[config.mk]
export PLATFORM = sky130hd
export DESIGN_NAME = ttc_cfg_regs
export DESIGN_NICKNAME = d
export VERILOG_FILES = /design/src/design/ttc_pkg.sv /design/src/design/ttc_cfg_regs.sv
export SDC_FILE = /design/constraint.sdc
export NUM_CORES = 1
export LEC_CHECK = 0
export ABC_AREA = 1
export BUFFER_PORTS_ARGS = -buffer_cell sky130_fd_sc_hd__buf_2
export CAP_MARGIN = 15
export CELL_PAD_IN_SITES_DETAIL_PLACEMENT = 0
export CELL_PAD_IN_SITES_GLOBAL_PLACEMENT = 1
export CORE_ASPECT_RATIO = 0.6
export CORE_UTILIZATION = 23
export DETAILED_ROUTE_END_ITERATION = 16
export GPL_TIMING_DRIVEN = 0
export MAX_ROUTING_LAYER = met4
export PLACE_DENSITY_LB_ADDON = 0.1
export SYNTH_ARGS = -nofsm -noshare
export SYNTH_HDL_FRONTEND = slang
export SYNTH_SLANG_ARGS = --single-unit
[constraint.sdc]
create_clock -name clk -period 0.8 [get_ports clk]
set_clock_uncertainty 0.05 [all_clocks]
set_input_delay 0.04 -clock clk [delete_from_list [all_inputs] [get_ports clk]]
set_output_delay 0.04 -clock clk [all_outputs]
set_load 0.05 [all_outputs]
[src/design/ttc_pkg.sv]
// Package for the triggered trace capture block: opcodes, register map,
// reset values and the structs passed between its modules. No dependencies.
`timescale 1ns / 1ps
`default_nettype none

package ttc_pkg;

  // Default sizing of the trace store
  localparam int DEF_DEPTH        = 256;
  localparam int DEF_SAMPLE_WIDTH = 32;

  // Fixed field widths
  localparam int OPCODE_W    = 3;
  localparam int STATE_W     = 8;
  localparam int OFFSET_W    = 8;
  localparam int DIVIDER_W   = 16;
  localparam int THRESHOLD_W = 8;

  // Configuration port
  localparam int PADDR_W   = 3;
  localparam int PDATA_W   = 32;
  localparam int REG_IDX_W = 1;

  localparam logic [REG_IDX_W-1:0] REG_SAMPLE_DIVIDER   = 1'd0;
  localparam logic [REG_IDX_W-1:0] REG_SAFETY_THRESHOLD = 1'd1;

  localparam logic [DIVIDER_W-1:0]   DIVIDER_RESET   = 16'd10;
  localparam logic [THRESHOLD_W-1:0] THRESHOLD_RESET = 8'd128;

  typedef enum logic [OPCODE_W-1:0] {
    OP_TICK      = 3'd0,
    OP_ARM       = 3'd1,
    OP_START     = 3'd2,
    OP_STOP      = 3'd3,
    OP_READ_IDX  = 3'd4,
    OP_READ_LAST = 3'd5,
    OP_POLL      = 3'd6
  } ttc_op_t;

  typedef struct packed {
    logic [DIVIDER_W-1:0]   sample_divider;
    logic [THRESHOLD_W-1:0] safety_threshold;
  } ttc_cfg_t;

  // Per-transaction status carried alongside the read data
  typedef struct packed {
    logic is_read;
    logic seen;
    logic capturing;
  } ttc_flags_t;

endpackage

`default_nettype wire

[src/design/ttc_cfg_regs.sv]
// APB-style configuration registers: sample divider and safety threshold.
// Depends on ttc_pkg.
`timescale 1ns / 1ps
`default_nettype none

module ttc_cfg_regs
  import ttc_pkg::*;
(
  input  wire logic               clk,
  input  wire logic               rst_n,
  input  wire logic               psel,
  input  wire logic               penable,
  input  wire logic               pwrite,
  input  wire logic [PADDR_W-1:0] paddr,
  input  wire logic [PDATA_W-1:0] pwdata,
  output logic      [PDATA_W-1:0] prdata,
  output logic                    pready,
  output ttc_cfg_t                cfg
);

  ttc_cfg_t              cfg_r;
  logic                  wr_en;
  logic [REG_IDX_W-1:0]  reg_idx;

  assign pready  = 1'b1;
  assign reg_idx = paddr[PADDR_W-1:2];
  assign wr_en   = psel && penable && pwrite && pready;
  assign cfg     = cfg_r;

  always_ff @(posedge clk) begin
    if (!rst_n) begin
      cfg_r.sample_divider   <= DIVIDER_RESET;
      cfg_r.safety_threshold <= THRESHOLD_RESET;
    end else if (wr_en) begin
      unique case (reg_idx)
        REG_SAMPLE_DIVIDER:   cfg_r.sample_divider   <= pwdata[DIVIDER_W-1:0];
        REG_SAFETY_THRESHOLD: cfg_r.safety_threshold <= pwdata[THRESHOLD_W-1:0];
      endcase
    end
  end

  always_comb begin
    unique case (reg_idx)
      REG_SAMPLE_DIVIDER:   prdata = PDATA_W'(cfg_r.sample_divider);
      REG_SAFETY_THRESHOLD: prdata = PDATA_W'(cfg_r.safety_threshold);
    endcase
  end

endmodule

`default_nettype wire

==> results.toml <==
[status]
status = "complete, but fails checks"
violations = "setup timing"

[yosys]
netlist.area_leader.share_pct = 35.3
synth_edf_count = 0
synth_top_area_cell = "dfxtp_1"
synthCells = 210
synth-async-reset-ratio_pct = 0
yosys-top-cells-area = "dfxtp_1, nand2_1, nor2_1, buf_4, nand3_1"
synth_most_common_cell = "nand2_1"
yosysSeqAreaShare_pct = 35.3
syn_avg_cell_area_um2 = 6.48
synth_warnings = 0
synthFlopType = "dfxtp_1"
synth_common_cells = "nand2_1, nor2_1, inv_1"
mappedNetlistArea_mm2 = 0.00136
ys_seq_elements = 24
synth_cell_types = 16

[worst_setup_path]
required_ns = 0.71
rr_startpoint = "cfg[3]"
crit_family = "flip-flops"
slowest_delay_ns = 0.38
crit_type = "register to output port"
cp-startpoint = "cfg[18]"
crit_fanout = 3
crit_chain = "inv_4 -> nor2_4 -> buf_8"
cp.buffers_inverters = 2
critPathLaunchType = "register"
slowest_stage = "dfxtp_4"
end_kind = "output port"
crit_arrival_ns = 0.93

[timing]
setup_tns_ns = -6.08
fmax_mhz = 976
hold_viol_final = 0
drv_slew = 0
setup_ws_ns = -0.225
finalCritPeriodShare_pct = 128
whs_ns = 0.0241
slew_headroom_pct = 60.8
rsz0062_at_grt = "yes"
period_needed_ns = 1.02
setup_violations = 40
worst_pin_slew_ns = 0.588

[cells_and_area]
nFillCells = 574
layout.nets = 338
syn2layout_area_growth_pct = 97.0
fin_util_pct = 47.5
antenna_cells = 0
layout-drive-gt1-share_pct = 55.2
final_cells = 377
largest_reg_flops = 24

[global_route]
grt.busiest_layer = "met2"
grt_pass1_wl_um = 6310
use_met3_pct = 3.41
grt_usage_pct = 14.5
antenna_found_initial = 0
grtUsageMet2_pct = 20.6
grt_max_degree = 15
grt_overflow = 0
grt_pass1_vias = 1219
use_met1_pct = 20.6

[power_and_ir_drop]
sw_frac_of_total_pct = 34.8
finalPower_uw = 3500
leakage_uw = 0.00131
clockPowerShare_pct = 31.4
ir_drop_uv = 565
internal-power_uw = 2280
combPwrFrac_pct = 33.2
power.density_mw_per_mm2 = 1310
p_seq_share_pct = 35.4
switching_power_uw = 1220

[clocking]
cts_tree = "built"
insertion_delay_ns = 0.27
clock-sinks = 24
htreeDepth = 1
clkTransAtPathRegs_ns = 0.09
cts_made_buffers = 3
cts.path.max_buffers = 2
clockRootBuffer = "clkbuf_8"

[drt]
drt-total-wl_um = 4110
antenna_left = 0
detail_route.wl_per_cell_um = 10.9
drtIter0Drc = 28
drt_first_pass_iters = 4
via_per_inst = 3.86
vias = 1457
remaining_drc_errors = 0

[placement]
dp_hpwl_um = 2940
port_buffers = 60
gp_congestion = 0.681
dp_cells = 365

[worst_hold_path]
hp-start = "pwdata[15]"
min_path_type = "input pin to register"

[floorplan]
rows = 21
ioPinCount = 97
chipWidth_um = 101
die_h_um = 61.6
dieArea_mm2 = 0.00624
core_mm2 = 0.00565
start_util_pct = 24.1

[job]
timing.max_cap.violations = 0
## layout make-up
type / count / area (um2) / share of cell area [%]
Tap cell: 80 / 100 / 3.73
Multi-Input combinational cell: 148 / 832 / 31.0
Inverter: 26 / 105 / 3.92
Clock buffer: 3 / 41.3 / 1.54
Timing Repair Buffer: 68 / 785 / 29.3
Buffer: 27 / 218 / 8.12
Clock inverter: 1 / 30.0 / 1.12
Sequential cell: 24 / 571 / 21.3
## cell usage in the layout (no fill, tap or decap), drive strengths merged
cell type     Yosys  routed
conb              2      17
buf              26      89
dlymetal6s4s      0       1
bufinv            0       1
nand3            25      25
clkbuf            1       5
nor2             53      53
dfxtp            24      24
nand2            52      52
o21ai             1       1
inv              26      26
dlygate4sd3       0       3
## what timing repair did
item	in CTS	in global routing
pin swaps	10	6
hold buffers	4	0
hold endpoints to repair	7	0
gates resized for setup	102	49
buffers inserted	0	7
setup endpoints to repair	40	44
## layer usage
layer / up-vias / part of all wire (%)
met5: - / 0
met4: 0 / 0.70
met3: 4 / 6.8
met2: 55 / 42
met1: 632 / 51
li1: 766 / -
## per-stage QoR
stage          setup WS, ns  area, um2
3_3_place_gp         -0.251       2030
5_1_grt              -0.263       2680
2_1_floorplan       -0.0611       1630
3_5_place_dp         -0.252       2030
6_report             -0.225       2680
4_1_cts              -0.222       2460
## power groups by stage
| stage | combinational, uW | sequential (uW) | clock (uW) |
|---|---|---|---|
| final | 1160 | 1240 | 1100 |
| after CTS | 1090 | 1230 | 1140 |
| after floorplan | 617 | 1390 | 0 |
| after detailed placement | 956 | 1250 | 0 |
| after global placement | 954 | 1250 | 0 |
| after global routing | 1240 | 1250 | 1200 |
## path summary, 6_finish.rpt
kind,endpoint,slack (ns),cells after the start
setup / recovery,prdata[10],-0.22,3
hold / removal,cfg[23],0.02,5
setup reg to reg,cfg[3],0.03,3
hold reg to reg,cfg[9],0.43,2
## cell families (layout without fill, tap and decap cells)
kind of cell    count (synthesis)  after routing  synth area share, %
compound gates                  1              1                0.367
simple gates                  130            130                 41.4
flops                          24             24                 35.3
other cells                     2             17                0.552
buf+inv                        53            125                 22.4
## tightest hold or removal path, stage by stage
cell and delay, ns:
buf_2 0.07, inv_1 0.03, nand3_1 0.06, nand2_1 0.05
nor2_1 0.07
Power figures use the tool's default switching activity.
