==> src/design/ttc_pkg.sv <==
// Package for the triggered trace capture block: opcodes, register map,
// reset values and the structs passed between its modules. No dependencies.
`timescale 1ns / 1ps
`default_nettype none

package ttc_pkg;

  // Default sizing of the trace store
  localparam int DEF_DEPTH        = 256;
  localparam int DEF_SAMPLE_WIDTH = 32;

  // Fixed field widths
  localparam int OPCODE_W    = 3;
  localparam int STATE_W     = 8;
  localparam int OFFSET_W    = 8;
  localparam int DIVIDER_W   = 16;
  localparam int THRESHOLD_W = 8;

  // Configuration port
  localparam int PADDR_W   = 3;
  localparam int PDATA_W   = 32;
  localparam int REG_IDX_W = 1;

  localparam logic [REG_IDX_W-1:0] REG_SAMPLE_DIVIDER   = 1'd0;
  localparam logic [REG_IDX_W-1:0] REG_SAFETY_THRESHOLD = 1'd1;

  localparam logic [DIVIDER_W-1:0]   DIVIDER_RESET   = 16'd10;
  localparam logic [THRESHOLD_W-1:0] THRESHOLD_RESET = 8'd128;

  typedef enum logic [OPCODE_W-1:0] {
    OP_TICK      = 3'd0,
    OP_ARM       = 3'd1,
    OP_START     = 3'd2,
    OP_STOP      = 3'd3,
    OP_READ_IDX  = 3'd4,
    OP_READ_LAST = 3'd5,
    OP_POLL      = 3'd6
  } ttc_op_t;

  typedef struct packed {
    logic [DIVIDER_W-1:0]   sample_divider;
    logic [THRESHOLD_W-1:0] safety_threshold;
  } ttc_cfg_t;

  // Per-transaction status carried alongside the read data
  typedef struct packed {
    logic is_read;
    logic seen;
    logic capturing;
  } ttc_flags_t;

endpackage

`default_nettype wire

==> src/design/ttc_ctrl.sv <==
// Control state of the trace capture: pointer, tick divider, trigger and
// post-trigger count, done flag; forms the memory access. Depends on ttc_pkg.
`timescale 1ns / 1ps
`default_nettype none

module ttc_ctrl
  import ttc_pkg::*;
#(
  parameter int DEPTH        = DEF_DEPTH,
  parameter int SAMPLE_WIDTH = DEF_SAMPLE_WIDTH,
  localparam int PW          = $clog2(DEPTH)
) (
  input  wire logic                    clk,
  input  wire logic                    rst_n,
  input  wire logic                    accept,
  input  wire logic [OPCODE_W-1:0]     opcode,
  input  wire logic [SAMPLE_WIDTH-1:0] sample,
  input  wire logic [STATE_W-1:0]      task_state,
  input  wire logic [STATE_W-1:0]      arm_event,
  input  wire logic [OFFSET_W-1:0]     read_offset,
  input  wire ttc_cfg_t                cfg,
  output logic                         mem_wr_en,
  output logic      [PW-1:0]           mem_wr_addr,
  output logic      [SAMPLE_WIDTH-1:0] mem_wr_data,
  output logic      [PW-1:0]           mem_rd_addr,
  output ttc_flags_t                   flags,
  output logic      [PW-1:0]           write_index
);

  localparam int RW        = $clog2(DEPTH / 2 + 1);
  localparam int OFF_RANGE = 2 ** OFFSET_W;

  typedef logic [PW-1:0] off_tab_t [OFF_RANGE];

  function automatic off_tab_t build_off_tab();
    off_tab_t t;
    for (int i = 0; i < OFF_RANGE; i++) begin
      t[i] = PW'(i % DEPTH);
    end
    return t;
  endfunction

  // read_offset reduced modulo the store depth
  localparam off_tab_t OFF_TAB = build_off_tab();

  logic [PW-1:0]        wp_r,   wp_nxt;
  logic [DIVIDER_W-1:0] tick_r, tick_nxt;
  logic                 cap_r,  cap_nxt;
  logic [RW-1:0]        rem_r,  rem_nxt;
  logic                 armv_r, armv_nxt;
  logic [STATE_W-1:0]   arms_r, arms_nxt;
  logic [STATE_W-1:0]   prev_r, prev_nxt;
  logic                 done_r, done_nxt;

  logic [RW-1:0]        rem_mid;
  logic [PW:0]          idx_sum;
  logic [PW-1:0]        idx_slot;
  logic [PW-1:0]        last_slot;
  logic                 seen;
  logic                 is_read;

  assign idx_sum   = {1'b0, wp_r} + {1'b0, OFF_TAB[read_offset]};
  assign idx_slot  = (idx_sum >= (PW + 1)'(DEPTH)) ? PW'(idx_sum - (PW + 1)'(DEPTH))
                                                   : idx_sum[PW-1:0];
  assign last_slot = !cap_r          ? wp_r :
                     (wp_r == '0)    ? PW'(DEPTH - 1) : wp_r - 1'b1;

  assign mem_wr_addr = wp_r;
  assign mem_wr_data = sample;

  always_comb begin
    wp_nxt      = wp_r;
    tick_nxt    = tick_r;
    cap_nxt     = cap_r;
    rem_nxt     = rem_r;
    armv_nxt    = armv_r;
    arms_nxt    = arms_r;
    prev_nxt    = prev_r;
    done_nxt    = done_r;
    rem_mid     = rem_r;
    seen        = 1'b0;
    is_read     = 1'b0;
    mem_wr_en   = 1'b0;
    mem_rd_addr = idx_slot;

    case (ttc_op_t'(opcode))
      OP_TICK: begin
        mem_wr_en = accept;
        if (cap_r) begin
          // trigger check on a change of task state
          if (task_state != prev_r) begin
            prev_nxt = task_state;
            if (armv_r && task_state == arms_r) begin
              armv_nxt = 1'b0;
              rem_mid  = RW'(DEPTH / 2);
            end else if (task_state >= cfg.safety_threshold && rem_r == '0) begin
              rem_mid  = RW'(DEPTH / 8);
            end
          end
          rem_nxt = rem_mid;
          if (tick_r >= cfg.sample_divider) begin
            tick_nxt = '0;
            wp_nxt   = (wp_r == PW'(DEPTH - 1)) ? '0 : wp_r + 1'b1;
            if (rem_mid != '0) begin
              if (rem_mid == RW'(1)) begin
                cap_nxt  = 1'b0;
                done_nxt = 1'b1;
              end
              rem_nxt = rem_mid - 1'b1;
            end
          end else begin
            tick_nxt = tick_r + 1'b1;
          end
        end
      end
      OP_ARM: begin
        arms_nxt = arm_event;
        armv_nxt = (arm_event != '0);
        cap_nxt  = 1'b1;
      end
      OP_START: cap_nxt = 1'b1;
      OP_STOP:  cap_nxt = 1'b0;
      OP_READ_IDX: begin
        is_read     = 1'b1;
        mem_rd_addr = idx_slot;
      end
      OP_READ_LAST: begin
        is_read     = 1'b1;
        mem_rd_addr = last_slot;
      end
      OP_POLL: begin
        if (done_r && !cap_r) begin
          done_nxt = 1'b0;
          seen     = 1'b1;
        end
      end
      default: ;
    endcase
  end

  assign flags.is_read   = is_read;
  assign flags.seen      = seen;
  assign flags.capturing = cap_nxt;
  assign write_index     = wp_nxt;

  always_ff @(posedge clk) begin
    if (!rst_n) begin
      wp_r   <= '0;
      tick_r <= '0;
      cap_r  <= 1'b1;
      rem_r  <= '0;
      armv_r <= 1'b0;
      arms_r <= '0;
      prev_r <= '0;
      done_r <= 1'b0;
    end else if (accept) begin
      wp_r   <= wp_nxt;
      tick_r <= tick_nxt;
      cap_r  <= cap_nxt;
      rem_r  <= rem_nxt;
      armv_r <= armv_nxt;
      arms_r <= arms_nxt;
      prev_r <= prev_nxt;
      done_r <= done_nxt;
    end
  end

endmodule

`default_nettype wire

==> config.mk <==
export PLATFORM = sky130hd
export DESIGN_NAME = ttc_ctrl
export DESIGN_NICKNAME = d
export VERILOG_FILES = /design/src/design/ttc_pkg.sv /design/src/design/ttc_ctrl.sv
export SDC_FILE = /design/constraint.sdc
export NUM_CORES = 1
export LEC_CHECK = 0
export ABC_CLOCK_PERIOD_IN_PS = 4700
export BUFFER_PORTS_ARGS = -buffer_cell sky130_fd_sc_hd__buf_2
export CAP_MARGIN = 20
export CORE_MARGIN = 2
export CORE_UTILIZATION = 52
export CTS_CLUSTER_SIZE = 20
export DETAILED_ROUTE_END_ITERATION = 7
export HOLD_SLACK_MARGIN = 0.15
export PLACE_DENSITY = 0.82
export SKIP_CTS_REPAIR_TIMING = 1
export SLEW_MARGIN = 40
export SYNTH_ARGS = -nofsm -noshare
export SYNTH_HDL_FRONTEND = slang
export SYNTH_SLANG_ARGS = --single-unit
==> constraint.sdc <==
create_clock -name clk -period 4.7 [get_ports clk]
set_clock_uncertainty 0.15 [all_clocks]
set_input_delay 0.47 -clock clk [delete_from_list [all_inputs] [get_ports clk]]
set_output_delay 0.47 -clock clk [all_outputs]
set_load 0.05 [all_outputs]
==> results of run 1 <==
-- registers in the layout, summed over array words and instances (netlist names) --
name and flops:
arms_r 8, mem_wr_addr 8, prev_r 8, cap_r 1
rem_r 8, done_r 1, tick_r 16, armv_r 1
-- cell usage in the layout (no fill, tap or decap), types with 9 or more instances in the layout --
cell type,count
inv_1,41
a31oi_1,9
xnor2_1,23
nand3_1,23
o21ai_0,13
dfxtp_1,51
buf_2,81
mux2i_1,9
a21oi_1,28
nand2_1,45
nand4_1,14
xor2_1,23
nor2_1,48
nor3_1,9
ha_1,38
-- final cells by class --
class / instances / area [µm²]
Fill cell: 756 / 3520
Multi-Input combinational cell: 394 / 2780
Sequential cell: 51 / 1020
Timing Repair Buffer: 84 / 428
Inverter: 42 / 158
Tap cell: 105 / 131
Clock buffer: 5 / 68.8
Clock inverter: 3 / 26.3
-- cells by family after synthesis --
logic type	count (synthesis)	synth area share (%)
multiplexers	11	2.61
XOR/XNOR	46	9.35
flip-flops	51	23.7
AO/OA/AOI/OAI	115	19.2
buffers and inverters	99	11.9
AND/OR/NAND/NOR	183	21.7
adder cells (fa/ha/maj)	39	11.5
-- layer usage --
layer / wire length (µm) / vias up
met5: 0 / -
met4: 180 / 0
met3: 632 / 21
met2: 4670 / 144
met1: 4210 / 1808
li1: - / 1960
-- where the power goes --
group | internal (mW) | total [mW] | switching [mW] | leakage [nW]
combinational | 0.0778 | 0.211 | 0.133 | 1.58
sequential | 0.437 | 0.443 | 0.00643 | 0.412
clock | 0.110 | 0.270 | 0.160 | 0.0491
-- metrics by stage --
| step | worst slack, ps | utilization (%) |
|---|---|---|
| 6_report | 739 | 56.7 |
| 3_5_place_dp | 813 | 55.5 |
| 2_1_floorplan | 511 | - |
| 4_1_cts | 727 | 56.7 |
| 5_1_grt | 564 | 56.7 |
| 3_3_place_gp | 886 | 55.5 |
-- how the worst max path moves through the flow --
stage | startpoint | to | slack, ps | cells after the start
finish | rem_r[2] | flags[0] | 740 | 12
floorplan | mem_wr_addr[1] | mem_rd_addr[7] | 510 | 8
global route | rem_r[2] | flags[0] | 560 | 12
detailed placement | task_state[0] | flags[0] | 810 | 14
global placement | task_state[0] | flags[0] | 890 | 14
CTS | rem_r[2] | flags[0] | 730 | 12
-- synthesized netlist by cell type (4+ instances only) --
master    count
o21ai_0      13
nand3_1      23
buf_4        36
nor2_1       48
nand2b_1      4
xor2_1       23
o21a_1        7
clkbuf_1     18
o211ai_1      5
a211oi_1      5
dfxtp_1      51
and2_1        7
and3_1        5
a31oi_1       9
a21o_1        4
nand4_1      14
mux2i_1       9
a41oi_1       4
xnor2_1      23
ha_1         38
nor3_1        9
a21oi_1      29
nor4_1        6
nand2_1      45
inv_1        41
-- worst register-to-register path, cell delays in order (launching register included) --
cell	delay, ps
dfxtp_1	340
xor2_1	200
nor4_1	500
nand2_1	240
o31ai_4	120
buf_4	250
nand2_1	120
ha_1	220
nand3_1	100
o21ai_0	110
o21ai_2	140
or4b_1	440
a21oi_1	150
==> flow_metrics.env, run 1 <==
export IMPL_start_util_pct=52.9
export IMPL_core_mm2=0.00813
export IMPL_synth_top_cell_by_area="dfxtp_1"
export IMPL_yosysSeqAreaShare_pct=23.7
export IMPL_relSlewSlack_pct=49.5
export IMPL_crit_family="simple AND/OR/NAND/NOR gates"
export IMPL_clockBufferDepth=2
export IMPL_cp_required_ps=4080
export IMPL_hold_ws_ps=251
export IMPL_dp_hpwl_mm=7.57
export IMPL_die_w_um=95.0
export IMPL_clock_latency_ps=310
export IMPL_min_to="arms_r[4]"
export IMPL_cts_tree="yes"
export IMPL_tightest_slew_ps=753
export IMPL_start_kind="flip-flop"
export IMPL_gr_total_overflow=0
export IMPL_dp_cells=676
export IMPL_r2r_slack_ps=1550
export IMPL_drc=0
export IMPL_drtAntennaViolNets=0
export IMPL_grtUsageMet2_pct=37.9
export IMPL_reg2reg_depth=12
export IMPL_cts_root_buf="clkbuf_8"
export IMPL_synth_fp_nets=669
export IMPL_cts_buffers=5
export IMPL_p_leak_nw=2.04
export IMPL_async_flop_share_pct=0
export IMPL_diodes=0
export IMPL_max_vdd_ir_drop_mv=0.148
export IMPL_setup_tns_final_ps=0
export IMPL_rsz0062_at_grt="false"
export IMPL_drt_iter0_markers=238
export IMPL_synth_ff_type="dfxtp_1"
export IMPL_hp_start="arm_event[4]"
export IMPL_grt_pass1_wl_mm=16.0
export IMPL_ys_seq_elements=51
export IMPL_pwr_density_cell_mw_per_mm2=200
export IMPL_grt_pass1_vias=3608
export IMPL_avgRoutedWirePerCell_um=14.2
export IMPL_yosys_warnings=0
export IMPL_via_per_inst=5.75
export IMPL_status="complete, no violations"
export IMPL_max_freq_mhz=252
export IMPL_rows=33
export IMPL_crit_arrival_ps=3340
export IMPL_crit_reg2reg_launch="prev_r[0]"
export IMPL_cpPeakStageDelay_ps=420
export IMPL_worstPathCellList="or3_4, and4bb_1, nor4b_4, o31ai_4, buf_4, nand2_1, inv_1, ha_1, and4b_1, a311o_1, o211ai_1, buf_2"
export IMPL_grt_busiest_layer="met2"
export IMPL_finalHoldViolations=0
export IMPL_synthDistinctLibCells=71
export IMPL_setup_viol=0
export IMPL_cp_num_buf_inv=3
export IMPL_critical_path_class="flip-flop to primary output"
export IMPL_end_kind="primary output"
export IMPL_path_clk_slew_ps=100
export IMPL_place_congestion=0.886
export IMPL_r2r_end="rem_r[6]"
export IMPL_final_layout_size_suffix_gt1_share_pct=18.8
export IMPL_die_area_mm2=0.00903
export IMPL_netlist_top_cells_area="dfxtp_1 (24%), ha_1 (11%), buf_4 (6.3%)"
export IMPL_critPathMaxFanout=17
export IMPL_synth_edff_count=0
export IMPL_fin_nets=703
export IMPL_syn_cell_area_mm2=0.00431
export IMPL_grt_max_degree=27
export IMPL_final_cells=684
export IMPL_stdcell_area_mm2=0.00461
export IMPL_min_path_cells=3
export IMPL_grtUsageTotal_pct=21.8
export IMPL_use_met1_pct=27.6
export IMPL_drt_first_pass_iters=5
export IMPL_worst_path_max_delay_cell="or3_4"
export IMPL_cts_max_level=2
export IMPL_synth_top_area_share_pct=23.7
export IMPL_totalPowerFinal_mw=0.925
export IMPL_boundaryPins=146
export IMPL_cts_sinks=51
export IMPL_place_area_mm2=0.00452
export IMPL_cap_viol_max_count=0
export IMPL_fin_crit_ps=3960
export IMPL_grt_met3_usage_pct=3.43
export IMPL_holdCritPathClass="input port to flip-flop"
export IMPL_die_y_um=95.0
export IMPL_antenna_found_initial=0
export IMPL_syn_inst=544
export IMPL_wirelength_mm=9.69
export IMPL_vias=3933
export IMPL_port_buffers=81
export IMPL_period_share_pct=84.3
export IMPL_syn_mean_instance_area_um2=7.92
export IMPL_drv_slew=0
export IMPL_syn_to_final_growth_pct=7.12
No activity file was read; power rests on OpenSTA's default activity.
==> run 2: changes to the inputs <==
--- a/config.mk
+++ b/config.mk
@@ -5,7 +5,7 @@
 export SDC_FILE = /design/constraint.sdc
 export NUM_CORES = 1
 export LEC_CHECK = 0
-export ABC_CLOCK_PERIOD_IN_PS = 4700
+export ABC_CLOCK_PERIOD_IN_PS = 3800
 export BUFFER_PORTS_ARGS = -buffer_cell sky130_fd_sc_hd__buf_2
 export CAP_MARGIN = 20
 export CORE_MARGIN = 2
==> constraint.sdc (replaced) <==
create_clock -name clk -period 3.8 [get_ports clk]
set_clock_uncertainty 0.15 [all_clocks]
set_input_delay 0.38 -clock clk [delete_from_list [all_inputs] [get_ports clk]]
set_output_delay 0.38 -clock clk [all_outputs]
set_load 0.05 [all_outputs]
==> flow_metrics.env, run 2 (synthesis results as in run 1) <==
export IMPL_avgRoutedWirePerCell_um=14.7
export IMPL_min_to="arms_r[7]"
export IMPL_drc=0
export IMPL_cts_buffers=5
export IMPL_setup_tns_final_ps=0
export IMPL_via_per_inst=5.77
export IMPL_cts_tree="yes"
export IMPL_clockBufferDepth=2
export IMPL_max_freq_mhz=276
export IMPL_cap_viol_max_count=0
export IMPL_fin_crit_ps=3630
export IMPL_largest_register_ffs=16
export IMPL_status="complete, no violations"
export IMPL_pwr_density_cell_mw_per_mm2=246
export IMPL_path_clk_slew_ps=110
export IMPL_final_layout_size_suffix_gt1_share_pct=20.4
export IMPL_cp_required_ps=3270
export IMPL_start_util_pct=52.9
export IMPL_totalPowerFinal_mw=1.16
export IMPL_gr_total_overflow=0
export IMPL_wirelength_mm=10.1
export IMPL_dp_hpwl_mm=7.89
export IMPL_reg2reg_depth=9
export IMPL_holdCritPathClass="input port to flip-flop"
export IMPL_die_y_um=95.0
export IMPL_boundaryPins=146
export IMPL_r2r_end="tick_r[4]"
export IMPL_grt_pass1_wl_mm=16.7
export IMPL_setup_viol=0
export IMPL_core_mm2=0.00813
export IMPL_largest_register="tick_r"
export IMPL_final_cells=692
export IMPL_grt_max_degree=19
export IMPL_rows=33
export IMPL_end_kind="primary output"
export IMPL_drt_first_pass_iters=5
export IMPL_drv_slew=0
export IMPL_rsz0062_at_grt="false"
export IMPL_drt_iter0_markers=283
export IMPL_crit_reg2reg_launch="tick_r[0]"
export IMPL_critPathMaxFanout=5
export IMPL_finalHoldViolations=0
export IMPL_syn_to_final_growth_pct=8.98
export IMPL_fillCellCount=725
export IMPL_max_vdd_ir_drop_mv=0.195
export IMPL_p_leak_nw=2.08
export IMPL_vias=3994
export IMPL_place_congestion=0.915
export IMPL_final_cell_mix="buf_2 (80), dfxtp_1 (49), nor2_1 (48), nand2_1 (44), inv_1 (41)"
export IMPL_r2r_slack_ps=700
export IMPL_clock_latency_ps=320
export IMPL_grt_pass1_vias=3786
export IMPL_critical_path_class="flip-flop to primary output"
export IMPL_cts_max_level=2
export IMPL_cts_root_buf="clkbuf_8"
export IMPL_final_common_cell="buf_2"
export IMPL_drtAntennaViolNets=0
export IMPL_antenna_found_initial=0
export IMPL_seq_area_mm2=0.00102
export IMPL_tightest_slew_ps=634
export IMPL_multiInputGateArea_mm2=0.00279
export IMPL_crit_arrival_ps=3100
export IMPL_relSlewSlack_pct=57.4
export IMPL_fin_nets=711
export IMPL_hp_start="arm_event[7]"
export IMPL_start_kind="flip-flop"
export IMPL_die_area_mm2=0.00903
export IMPL_dp_cells=683
export IMPL_min_path_cells=3
export IMPL_port_buffers=81
export IMPL_die_w_um=95.0
export IMPL_period_share_pct=95.5
export IMPL_diodes=0
export IMPL_cts_sinks=51
export IMPL_grtUsageTotal_pct=23.0
[run 2: changes by cell type in the layout (fill, tap and decap cells not counted), moves of 2 or more]
cell,delta
dfxtp_1,-2
buf_4,+8
dfxtp_2,+2
inv_6,-2
[run 2: area by class of cell]
cell class / count / area share, %
well taps: 105 / 2.80
multi-input cells: 394 / 59.5
inverters: 42 / 3.36
clock inverters: 3 / 0.613
repair buffers: 92 / 10.5
clock buffers: 5 / 1.47
flip-flops and latches: 51 / 21.8
[run 2: worst max-delay path: stages, from the launching register on]
cell and delay (ps):
dfxtp_2 360, or3_4 410, and4bb_1 320, nor4b_4 250, o31ai_4 110, buf_4 160
nand2_2 90, inv_1 60, ha_1 180, and4b_1 210, a311o_1 290, o211ai_1 100
buf_4 220
[run 2: worst max path at each step]
| stage | startpoint | end | slack (ps) | cells after the start |
|---|---|---|---|---|
| 3_3_place_gp | task_state[0] | flags[0] | 170 | 13 |
| 6_report | rem_r[2] | flags[0] | 170 | 12 |
| 4_1_cts | rem_r[2] | flags[0] | -50 | 12 |
| 2_1_floorplan | mem_wr_addr[1] | mem_rd_addr[7] | 170 | 8 |
| 3_5_place_dp | task_state[0] | flags[0] | 90 | 13 |
| 5_1_grt | tick_r[11] | write_index[5] | 3 | 10 |
[run 2: where the power goes]
part / total, mW / switching (mW) / leakage (nW) / internal [mW]
combinational: 0.269 / 0.168 / 1.62 / 0.101
clock: 0.340 / 0.203 / 0.0502 / 0.137
sequential: 0.548 / 0.00788 / 0.413 / 0.540
[run 2: per-layer routing]
metal	up-vias	track usage [%]	wire length, µm
met5	-	0	0
met4	0	7.61	191
met3	19	3.83	607
met2	160	41.7	5020
met1	1839	27.5	4330
li1	1976	-	-
[run 2: per-stage QoR]
stage | instance area (µm²) | hold slack, ps | setup slack [ps] | util (%)
2_1_floorplan | 4310 | 299 | 168 | -
3_3_place_gp | 4570 | 311 | 175 | 56.2
3_5_place_dp | 4570 | 321 | 91.2 | 56.2
4_1_cts | 4670 | 148 | -48.3 | 57.4
5_1_grt | 4690 | 158 | 2.98 | 57.7
6_report | 4690 | 157 | 171 | 57.7
