<file path="src/design/ttc_pkg.sv">
// Package for the triggered trace capture block: opcodes, register map,
// reset values and the structs passed between its modules. No dependencies.
`timescale 1ns / 1ps
`default_nettype none

package ttc_pkg;

  // Default sizing of the trace store
  localparam int DEF_DEPTH        = 256;
  localparam int DEF_SAMPLE_WIDTH = 32;

  // Fixed field widths
  localparam int OPCODE_W    = 3;
  localparam int STATE_W     = 8;
  localparam int OFFSET_W    = 8;
  localparam int DIVIDER_W   = 16;
  localparam int THRESHOLD_W = 8;

  // Configuration port
  localparam int PADDR_W   = 3;
  localparam int PDATA_W   = 32;
  localparam int REG_IDX_W = 1;

  localparam logic [REG_IDX_W-1:0] REG_SAMPLE_DIVIDER   = 1'd0;
  localparam logic [REG_IDX_W-1:0] REG_SAFETY_THRESHOLD = 1'd1;

  localparam logic [DIVIDER_W-1:0]   DIVIDER_RESET   = 16'd10;
  localparam logic [THRESHOLD_W-1:0] THRESHOLD_RESET = 8'd128;

  typedef enum logic [OPCODE_W-1:0] {
    OP_TICK      = 3'd0,
    OP_ARM       = 3'd1,
    OP_START     = 3'd2,
    OP_STOP      = 3'd3,
    OP_READ_IDX  = 3'd4,
    OP_READ_LAST = 3'd5,
    OP_POLL      = 3'd6
  } ttc_op_t;

  typedef struct packed {
    logic [DIVIDER_W-1:0]   sample_divider;
    logic [THRESHOLD_W-1:0] safety_threshold;
  } ttc_cfg_t;

  // Per-transaction status carried alongside the read data
  typedef struct packed {
    logic is_read;
    logic seen;
    logic capturing;
  } ttc_flags_t;

endpackage

`default_nettype wire

</file>
<file path="src/design/ttc_out_queue.sv">
// Result path: a holding stage aligned with the memory read register,
// then the output register. Depends on ttc_pkg.
`timescale 1ns / 1ps
`default_nettype none

module ttc_out_queue
  import ttc_pkg::*;
#(
  parameter int DEPTH        = DEF_DEPTH,
  parameter int SAMPLE_WIDTH = DEF_SAMPLE_WIDTH,
  localparam int PW          = $clog2(DEPTH)
) (
  input  wire logic                    clk,
  input  wire logic                    rst_n,
  input  wire logic                    accept,
  input  wire ttc_flags_t              flags_in,
  input  wire logic [PW-1:0]           widx_in,
  input  wire logic [SAMPLE_WIDTH-1:0] rd_data,
  output logic                         can_accept,
  output logic                         out_valid,
  input  wire logic                    out_stall,
  output logic      [SAMPLE_WIDTH-1:0] out_read_data,
  output logic                         out_event_seen,
  output logic                         out_capturing,
  output logic      [PW-1:0]           out_write_index
);

  logic                    a_valid_r;
  ttc_flags_t              a_flags_r;
  logic [PW-1:0]           a_widx_r;
  logic                    o_valid_r;
  logic [SAMPLE_WIDTH-1:0] o_data_r;
  logic                    o_seen_r;
  logic                    o_cap_r;
  logic [PW-1:0]           o_widx_r;
  logic                    move;

  assign move       = a_valid_r && (!o_valid_r || !out_stall);
  assign can_accept = !a_valid_r || move;

  always_ff @(posedge clk) begin
    if (!rst_n) begin
      a_valid_r <= 1'b0;
      o_valid_r <= 1'b0;
    end else begin
      if (accept) begin
        a_valid_r <= 1'b1;
      end else if (move) begin
        a_valid_r <= 1'b0;
      end
      if (move) begin
        o_valid_r <= 1'b1;
      end else if (!out_stall) begin
        o_valid_r <= 1'b0;
      end
    end
  end

  always_ff @(posedge clk) begin
    if (accept) begin
      a_flags_r <= flags_in;
      a_widx_r  <= widx_in;
    end
    if (move) begin
      o_data_r <= a_flags_r.is_read ? rd_data : '0;
      o_seen_r <= a_flags_r.seen;
      o_cap_r  <= a_flags_r.capturing;
      o_widx_r <= a_widx_r;
    end
  end

  assign out_valid       = o_valid_r;
  assign out_read_data   = o_data_r;
  assign out_event_seen  = o_seen_r;
  assign out_capturing   = o_cap_r;
  assign out_write_index = o_widx_r;

endmodule

`default_nettype wire
</file>
<file path="config.mk">
export PLATFORM = sky130hd
export DESIGN_NAME = ttc_out_queue
export DESIGN_NICKNAME = d
export VERILOG_FILES = /design/src/design/ttc_pkg.sv /design/src/design/ttc_out_queue.sv
export SDC_FILE = /design/constraint.sdc
export NUM_CORES = 1
export LEC_CHECK = 0
export BUFFER_PORTS_ARGS = -buffer_cell sky130_fd_sc_hd__buf_2
export CAP_MARGIN = 20
export CORE_ASPECT_RATIO = 2
export CORE_MARGIN = 5
export CORE_UTILIZATION = 30
export DETAILED_ROUTE_END_ITERATION = 10
export GPL_ROUTABILITY_DRIVEN = 0
export GPL_TIMING_DRIVEN = 0
export MAX_ROUTING_LAYER = met4
export PLACE_DENSITY_LB_ADDON = 0.15
export SYNTH_ARGS = -nofsm -noshare
export SYNTH_HDL_FRONTEND = slang
export SYNTH_SLANG_ARGS = --single-unit
export TNS_END_PERCENT = 20
</file>
<file path="constraint.sdc">
create_clock -name clk -period 6.36 [get_ports clk]
set_input_delay 0.954 -clock clk [delete_from_list [all_inputs] [get_ports clk]]
set_output_delay 0.954 -clock clk [all_outputs]
set_load 0.02 [all_outputs]
</file>
==> results of run 1 <==
## flip-flops by register name, summed over array words and instances, names as in the netlist
register         flops
out_capturing        1
a_flags_r            3
a_valid_r            1
out_event_seen       1
out_valid            1
out_read_data       32
out_write_index      8
a_widx_r             8
## layout make-up
class,instances,area [um^2],area share
multi-input cells,37,283,0.106
clock buffers,7,143,0.0535
plain buffers,3,15.0,0.00563
well taps,86,108,0.0404
repair buffers,91,478,0.179
flip-flops and latches,55,1630,0.612
inverters,1,3.75,0.00141
clock inverters,1,5.00,0.00188
## stage by stage
stage | cell area (um^2) | worst slack (ns) | util
2_1_floorplan | 1920 | 1.81 | -
3_3_place_gp | 2480 | 0.621 | 0.396
3_5_place_dp | 2520 | 4.06 | 0.402
4_1_cts | 2670 | 4.06 | 0.426
5_1_grt | 2670 | 4.04 | 0.426
6_report | 2670 | 4.06 | 0.426
## where the power goes
| group | total, mW | internal (mW) | switching, mW |
|---|---|---|---|
| Sequential | 0.428 | 0.422 | 0.00553 |
| Combinational | 0.0714 | 0.0316 | 0.0398 |
| Clock | 0.267 | 0.156 | 0.111 |
| Total | 0.767 | 0.610 | 0.157 |
## cell usage after synthesis
| master | instances | area share |
|---|---|---|
| edfxtp_1 | 53 | 0.83 |
| nor2b_1 | 1 | 0.0033 |
| and2_2 | 32 | 0.12 |
| a21boi_0 | 2 | 0.0078 |
| dfxtp_1 | 2 | 0.021 |
| inv_1 | 1 | 0.0020 |
| clkbuf_2 | 3 | 0.0078 |
| nand3_1 | 1 | 0.0026 |
| a21oi_1 | 1 | 0.0026 |
## per-layer routing
layer,share of wire,vias to the layer above
li1,-,538
met1,0.31,507
met2,0.57,49
met3,0.093,6
met4,0.021,0
met5,0,-
## logic make-up after synthesis
logic type / after synthesis / share of synthesized area
buf+inv: 4 / 0.00976
flops: 55 / 0.849
simple gates: 34 / 0.131
compound gates: 3 / 0.0104
## path summary, 6_finish.rpt
| check | endpoint | slack, ns | depth (start not counted) |
|---|---|---|---|
| max | can_accept | 4.06 | 3 |
| min | out_write_index[4] | 0.42 | 0 |
| min reg2reg | out_write_index[4] | 0.42 | 0 |
| max reg2reg | out_read_data[1] | 4.86 | 2 |
## worst max-delay path, cell delays in order
cell,delay (ns)
buf_2,0.12
nand3_1,0.09
buf_2,0.17
==> results.sh, run 1 <==
export IMPL_status="completed"
export IMPL_synthCells=96
export IMPL_top_usage_layer="met2"
export IMPL_gr_usage_met2=0.169
export IMPL_skew_ns=0.00524
export IMPL_drt_iter0_markers=29
export IMPL_start_util=0.307
export IMPL_placementRows=41
export IMPL_worstMarginPinSlew_ns=0.657
export IMPL_synthToLayoutAreaGrowth_pct=38.7
export IMPL_final_antenna_net_count=0
export IMPL_layout_common_cells="90 x buf_2, 53 x edfxtp_1, 32 x and2_2"
export IMPL_start_kind="input port"
export IMPL_cts_buffer_depth=2
export IMPL_maxSlewHeadroom=0.561
export IMPL_fin_crit_sh=0.362
export IMPL_grt_pass1_vias=1172
export IMPL_powerDensity_nw_per_um2=287
export IMPL_cts_resized=0
export IMPL_yosysWarnings=0
export IMPL_cp_max_fo=3
export IMPL_htreeDepth=2
export IMPL_layout_drive_gt1_share=0.687
export IMPL_via_count=1100
export IMPL_clock_latency_ns=0.29
export IMPL_fp_dieH_um=123
export IMPL_gr_total_overflow=0
export IMPL_grt_start_max_net_pins=26
export IMPL_portBuffers=90
export IMPL_worstPathArrival_ns=1.35
export IMPL_setup_worst_path_start="out_stall"
export IMPL_cts_sinks=55
export IMPL_vdd_drop_max_uv=193
export IMPL_synth_nets=143
export IMPL_instances_no_fill=281
export IMPL_dp_hpwl_um=2800
export IMPL_power_total_mw=0.767
export IMPL_maxCapViolations=0
export IMPL_hold_buffers=0
export IMPL_period_minus_slack_ns=2.30
export IMPL_syn_area_per_cell_um2=20.0
export IMPL_synth_area_um2=1920
export IMPL_clockRootBuffer="clkbuf_16"
export IMPL_worst_ep_required_time_ns=5.41
export IMPL_finalHoldViolations=0
export IMPL_tns_ns=0
export IMPL_final_common_cell="buf_2"
export IMPL_diodes=0
export IMPL_cts_tree="done"
export IMPL_nFillCells=615
export IMPL_drtPass1Iterations=4
export IMPL_setup_viol=0
export IMPL_dieWidth_um=66.6
export IMPL_clk_pin_slew_ns=0.06
export IMPL_cts_buffers=5
export IMPL_whs_ns=0.418
export IMPL_nets=241
export IMPL_min_from="a_widx_r[4]"
export IMPL_fmax_mhz=435
export IMPL_grt_use_met3=0.0345
export IMPL_floorplan_die_area_um2=8200
export IMPL_netlist_cell_type_count=9
export IMPL_drt_wl_total_um=3650
export IMPL_hold_class="reg2reg"
export IMPL_end_kind="output port"
export IMPL_post_cts_buffers=0
export IMPL_r2r_start="a_valid_r"
export IMPL_route_detailed_drc=0
export IMPL_slew_viol_final=0
export IMPL_criticalPathCategory="in2out"
export IMPL_rsz0062_at_grt="false"
export IMPL_leakage_nw=1.10
export IMPL_use_met1=0.0943
export IMPL_synth_seq_cells=55
export IMPL_wl_per_cell_um=13.0
export IMPL_grt_use_total=0.0979
export IMPL_boundaryPins=91
export IMPL_drt_vias_per_instance=3.91
export IMPL_antenna_found_initial=0
export IMPL_grt_pass1_wl_um=5650
export IMPL_coreArea_um2=6260
export IMPL_yosysSeqAreaShare=0.849
export IMPL_placed_cells=273
Power figures use the tool's default switching activity.
==> run 2: changes to the inputs <==
- ABC_AREA: unset -> 1
- clock period: 6.36 -> 2.3 ns (I/O delays scaled with it)
==> run 2 against run 1 <==
  * Combinational power grew to 2.8 times the previous value
  * Die area is 0.86% higher
  * Global-route usage is 0.46 points lower
  * Critical endpoint is now out_read_data[9]
  * Register-to-register slack worse by 4.1 ns
  * Worst hold slack worse by 0.19 ns
  * Clock power grew to 3.2 times the previous value
  * Largest power group unchanged
  * First-iteration DRC count is 110% higher
  * Flip-flop and latch count stayed put
==> results.sh, run 2 <==
export IMPL_status="completed"
export IMPL_final_common_cell="buf_2"
export IMPL_hold_class="in2reg"
export IMPL_synthFlopType="edfxtp_1"
export IMPL_reg2reg_to="out_read_data[9]"
export IMPL_setup_viol=0
export IMPL_synth_most_common_cell="edfxtp_1"
export IMPL_cp_max_fo=23
export IMPL_clk_pin_slew_ns=0.06
export IMPL_fin_util=0.430
export IMPL_finalHoldViolations=0
export IMPL_hold_buffers=0
export IMPL_async_flop_share=0
export IMPL_start_util=0.308
export IMPL_whs_ns=0.231
export IMPL_nets=275
export IMPL_via_count=1204
export IMPL_grt_pass1_vias=1158
export IMPL_powerDensity_nw_per_um2=824
export IMPL_yosys_area_top_type_share=0.820
export IMPL_cts_buffer_depth=2
export IMPL_synth_area_um2=1940
export IMPL_drt_iter0_markers=61
export IMPL_post_cts_buffers=0
export IMPL_synthCells=130
export IMPL_synth_nets=177
export IMPL_clockRootBuffer="clkbuf_16"
export IMPL_htreeDepth=2
export IMPL_cts_buffers=5
export IMPL_coreArea_um2=6310
export IMPL_criticalPathCategory="reg2reg"
export IMPL_period_minus_slack_ns=1.53
export IMPL_netlist_cell_type_count=7
export IMPL_synth_area_top_cells="edfxtp_1 82%, inv_1 6.8%, nand2_1 6.4%, dfxtp_1 2.1%, buf_6 1.7%"
export IMPL_rsz0062_at_grt="false"
export IMPL_worst_ep_required_time_ns=2.29
export IMPL_dieWidth_um=66.9
export IMPL_portBuffers=90
export IMPL_start_kind="flop"
export IMPL_setup_worst_path_start="a_valid_r"
export IMPL_gr_total_overflow=0
export IMPL_crit_end="out_read_data[9]"
export IMPL_drtPass1Iterations=4
export IMPL_layout_common_cells="90 x buf_2, 53 x edfxtp_1, 35 x inv_1"
export IMPL_cts_tree="done"
export IMPL_grt_use_total=0.0933
export IMPL_antenna_found_initial=0
export IMPL_diodes=0
export IMPL_cts_resized=0
export IMPL_skew_ns=0.00325
export IMPL_slew_viol_final=0
export IMPL_synth_edf_count=53
export IMPL_largest_reg_flops=32
export IMPL_route_detailed_drc=0
export IMPL_vdd_drop_max_uv=452
export IMPL_maxSlewHeadroom=0.515
export IMPL_synthToLayoutAreaGrowth_pct=39.7
export IMPL_final_antenna_net_count=0
export IMPL_synth_top_area_cell="edfxtp_1"
export IMPL_yosysSeqAreaShare=0.841
export IMPL_end_kind="flop"
export IMPL_yosysWarnings=0
export IMPL_r2r_start="a_valid_r"
export IMPL_synth_seq_cells=55
export IMPL_grt_pass1_wl_um=5450
export IMPL_synth_common_cells="53 x edfxtp_1, 35 x inv_1, 33 x nand2_1"
export IMPL_cts_sinks=55
export IMPL_fp_dieH_um=124
export IMPL_clock_latency_ns=0.28
export IMPL_dp_hpwl_um=2810
export IMPL_worstMarginPinSlew_ns=0.725
export IMPL_fmax_mhz=653
export IMPL_fin_crit_sh=0.665
export IMPL_drt_vias_per_instance=3.82
export IMPL_floorplan_die_area_um2=8270
export IMPL_worstPathArrival_ns=1.52
export IMPL_leakage_nw=1.34
export IMPL_r2r_slack_ns=0.77
export IMPL_drt_wl_total_um=3700
export IMPL_reg2reg_depth=3
export IMPL_maxCapViolations=0
export IMPL_boundaryPins=91
export IMPL_nFillCells=630
export IMPL_syn_area_per_cell_um2=14.9
export IMPL_wl_per_cell_um=11.7
export IMPL_layout_drive_gt1_share=0.450
export IMPL_grt_start_max_net_pins=24
export IMPL_worstHoldPathCells=1
export IMPL_placementRows=41
[run 2: routing by layer]
metal  part of all wire  up-vias  global-route usage
li1                   -      606                   -
met4              0.019        0              0.0419
met2               0.55       59               0.172
met1               0.33      532              0.0860
met5                  0        -                   -
met3              0.096        7              0.0271
[run 2: cell type report]
class                           instances  area, um^2  share of cell area
Timing Repair Buffer                   91         478               0.176
Sequential cell                        55        1630               0.602
Clock inverter                          2        35.0              0.0129
Tap cell                               86         108              0.0397
Buffer                                  3        33.8              0.0125
Inverter                               35         131              0.0485
Clock buffer                            6         139              0.0512
Multi-Input combinational cell         37         155              0.0572
[run 2: where the power goes]
group	switching, mW	internal, mW
combinational	0.122	0.0777
sequential	0.0145	1.17
clock	0.312	0.541
[run 2: cells by family after synthesis]
kind of cell	Yosys count	synth area share
buffers and inverters	38	0.0851
AOI/OAI and AO/OA	3	0.00773
DFF	55	0.841
and+or+nand+nor	34	0.0664
[run 2: through the flow]
step                std cells  setup WS, ns  instance area (um^2)  setup TNS, ns  power, mW
floorplan                 130         0.214                  1940              0       1.31
global placement          306        -0.303                  2500         -12.68       1.40
detailed placement        307         0.604                  2540              0       1.41
CTS                       315         0.720                  2710              0       2.27
global route              315         0.669                  2710              0       2.34
finish                    315         0.769                  2710              0       2.23
[run 2: how the worst min path moves through the flow]
| stage | to | start |
|---|---|---|
| 5_1_grt | a_widx_r[4] | widx_in[4] |
| 6_report | a_widx_r[4] | widx_in[4] |
| 3_5_place_dp | out_write_index[0] | a_widx_r[0] |
| 4_1_cts | a_widx_r[4] | widx_in[4] |
| 2_1_floorplan | out_capturing | a_flags_r[0] |
| 3_3_place_gp | out_capturing | a_flags_r[0] |
[run 2: worst max-delay path, cell delays in order (launching register included)]
cell	delay, ns
dfxtp_1	0.34
inv_1	0.08
a21oi_4	0.57
buf_16	0.24
==> run 3: changes to the inputs <==
- clock period: 2.3 -> 1.43 ns (I/O delays scaled with it)
==> run 3 against run 2 <==
  * Utilization up 0.56 points
  * Worst hold slack worse by 0.14 ns
  * Count of clock-buffer cells in the layout shrank 1
  * Wire length is 0.78% higher
  * Sequential share of layout area is 0.63 points lower
  * Sequential power rose by 61%
  * Non-clock buffer count increased by 1
  * Clock power up 81%
  * Total power grew 68%
  * Global-route usage is 0.28 points higher
  * Cell count grew 0.32%
==> results.sh, run 3 (synthesis results as in run 2) <==
export IMPL_status="completed"
export IMPL_boundaryPins=91
export IMPL_clockRootBuffer="clkbuf_16"
export IMPL_final_common_cell="buf_2"
export IMPL_drt_vias_per_instance=3.81
export IMPL_grt_use_total=0.0961
export IMPL_maxCapViolations=0
export IMPL_fin_crit_sh=0.795
export IMPL_start_util=0.308
export IMPL_start_kind="flop"
export IMPL_worstMarginPinSlew_ns=0.254
export IMPL_r2r_slack_ns=0.33
export IMPL_reg2reg_depth=3
export IMPL_worstHoldPathCells=1
export IMPL_layout_drive_gt1_share=0.457
export IMPL_whs_ns=0.0960
export IMPL_cts_sinks=55
export IMPL_cpMaxStageDelayCell="dfxtp_4"
export IMPL_drt_wl_total_um=3730
export IMPL_final_area_um2=2750
export IMPL_largest_reg_flops=32
export IMPL_path_cells="nand3_1 > buf_2"
export IMPL_cp_num_cells=2
export IMPL_wl_per_cell_um=11.8
export IMPL_fp_dieH_um=124
export IMPL_htreeDepth=2
export IMPL_rsz0062_at_grt="false"
export IMPL_route_detailed_drc=0
export IMPL_multi_input_area_um2=155
export IMPL_coreArea_um2=6310
export IMPL_vdd_drop_max_uv=869
export IMPL_timing_critical_path_buf_inv=1
export IMPL_grt_pass1_vias=1171
export IMPL_synthToLayoutAreaGrowth_pct=41.5
export IMPL_power_total_mw=3.76
export IMPL_cts_tree="done"
export IMPL_fmax_mhz=880
export IMPL_finalHoldViolations=0
export IMPL_antenna_found_initial=0
export IMPL_layout_common_cells="90 x buf_2, 53 x edfxtp_1, 35 x inv_1"
export IMPL_grt_pass1_wl_um=5440
export IMPL_cp_top_family="flip-flops"
export IMPL_final_antenna_net_count=0
export IMPL_drt_iter0_markers=60
export IMPL_placementRows=41
export IMPL_worst_ep_required_time_ns=1.22
export IMPL_diodes=0
export IMPL_leakage_nw=1.35
export IMPL_dpl_instance_area_um2=2530
export IMPL_criticalPathCategory="reg2out"
export IMPL_powerDensity_nw_per_um2=1370
export IMPL_grt_start_max_net_pins=26
export IMPL_worstPathArrival_ns=0.92
export IMPL_setup_viol=0
export IMPL_clk_pin_slew_ns=0.07
export IMPL_drtPass1Iterations=4
export IMPL_skew_ns=0.00300
export IMPL_gr_total_overflow=0
export IMPL_nFillCells=626
export IMPL_cts_buffers=5
export IMPL_critical_path_max_stage_delay_ns=0.37
export IMPL_maxSlewHeadroom=0.831
export IMPL_slew_viol_final=0
export IMPL_register_area_um2=1640
export IMPL_hold_class="in2reg"
export IMPL_clock_latency_ns=0.29
export IMPL_dp_hpwl_um=2730
export IMPL_via_count=1204
export IMPL_nets=276
export IMPL_cp_max_fo=4
export IMPL_floorplan_die_area_um2=8270
export IMPL_period_minus_slack_ns=1.14
export IMPL_dieWidth_um=66.9
export IMPL_cts_buffer_depth=2
export IMPL_portBuffers=90
export IMPL_end_kind="output port"
==> run 3: worst register-to-register path, stage by stage, from the launching register on <==
cell and delay [ns]:
dfxtp_1 0.33, inv_1 0.07, a21oi_4 0.19, buf_12 0.21
==> run 3: area by class of cell <==
type | instances | area share
Buffer | 3 | 0.0123
Clock buffer | 5 | 0.0456
Clock inverter | 3 | 0.0246
Inverter | 35 | 0.0478
Multi-Input combinational cell | 37 | 0.0565
Sequential cell | 55 | 0.595
Tap cell | 86 | 0.0392
Timing Repair Buffer | 92 | 0.179
==> run 3: path summary, 6_finish.rpt <==
| check | start | end |
|---|---|---|
| max reg2reg | a_valid_r | out_read_data[6] |
| max | out_valid | can_accept |
| min | widx_in[2] | a_widx_r[2] |
| min reg2reg | a_widx_r[5] | out_write_index[5] |
==> run 3: where the power goes <==
group          switching (mW)  total, mW  internal (mW)
Combinational           0.195      0.324          0.129
Clock                   0.535       1.54           1.00
Sequential             0.0236       1.90           1.87
Total                   0.754       3.76           3.01
==> run 3: layer usage <==
metal / vias up / part of all wire / global-route usage
met5: - / 0 / -
met4: 0 / 0.022 / 0.0534
met3: 6 / 0.083 / 0.0316
met2: 51 / 0.54 / 0.162
met1: 540 / 0.36 / 0.0954
li1: 607 / - / -
==> run 3: timing repair <==
item / CTS / global route
hold buffers: 0 / 0
endpoints found under the setup margin: 25 / 0
resized for setup: 0 / 0
buffers inserted: 1 / 0
==> run 3: metrics by stage <==
step	worst slack (ns)	setup TNS, ns	instances	util
after floorplan	-0.0920	-3.86	130	-
after global routing	0.242	0	316	0.435
after CTS	0.284	0	316	0.435
final	0.293	0	316	0.435
after global placement	-0.403	-16.87	306	0.398
after detailed placement	-0.0713	-1.76	307	0.402
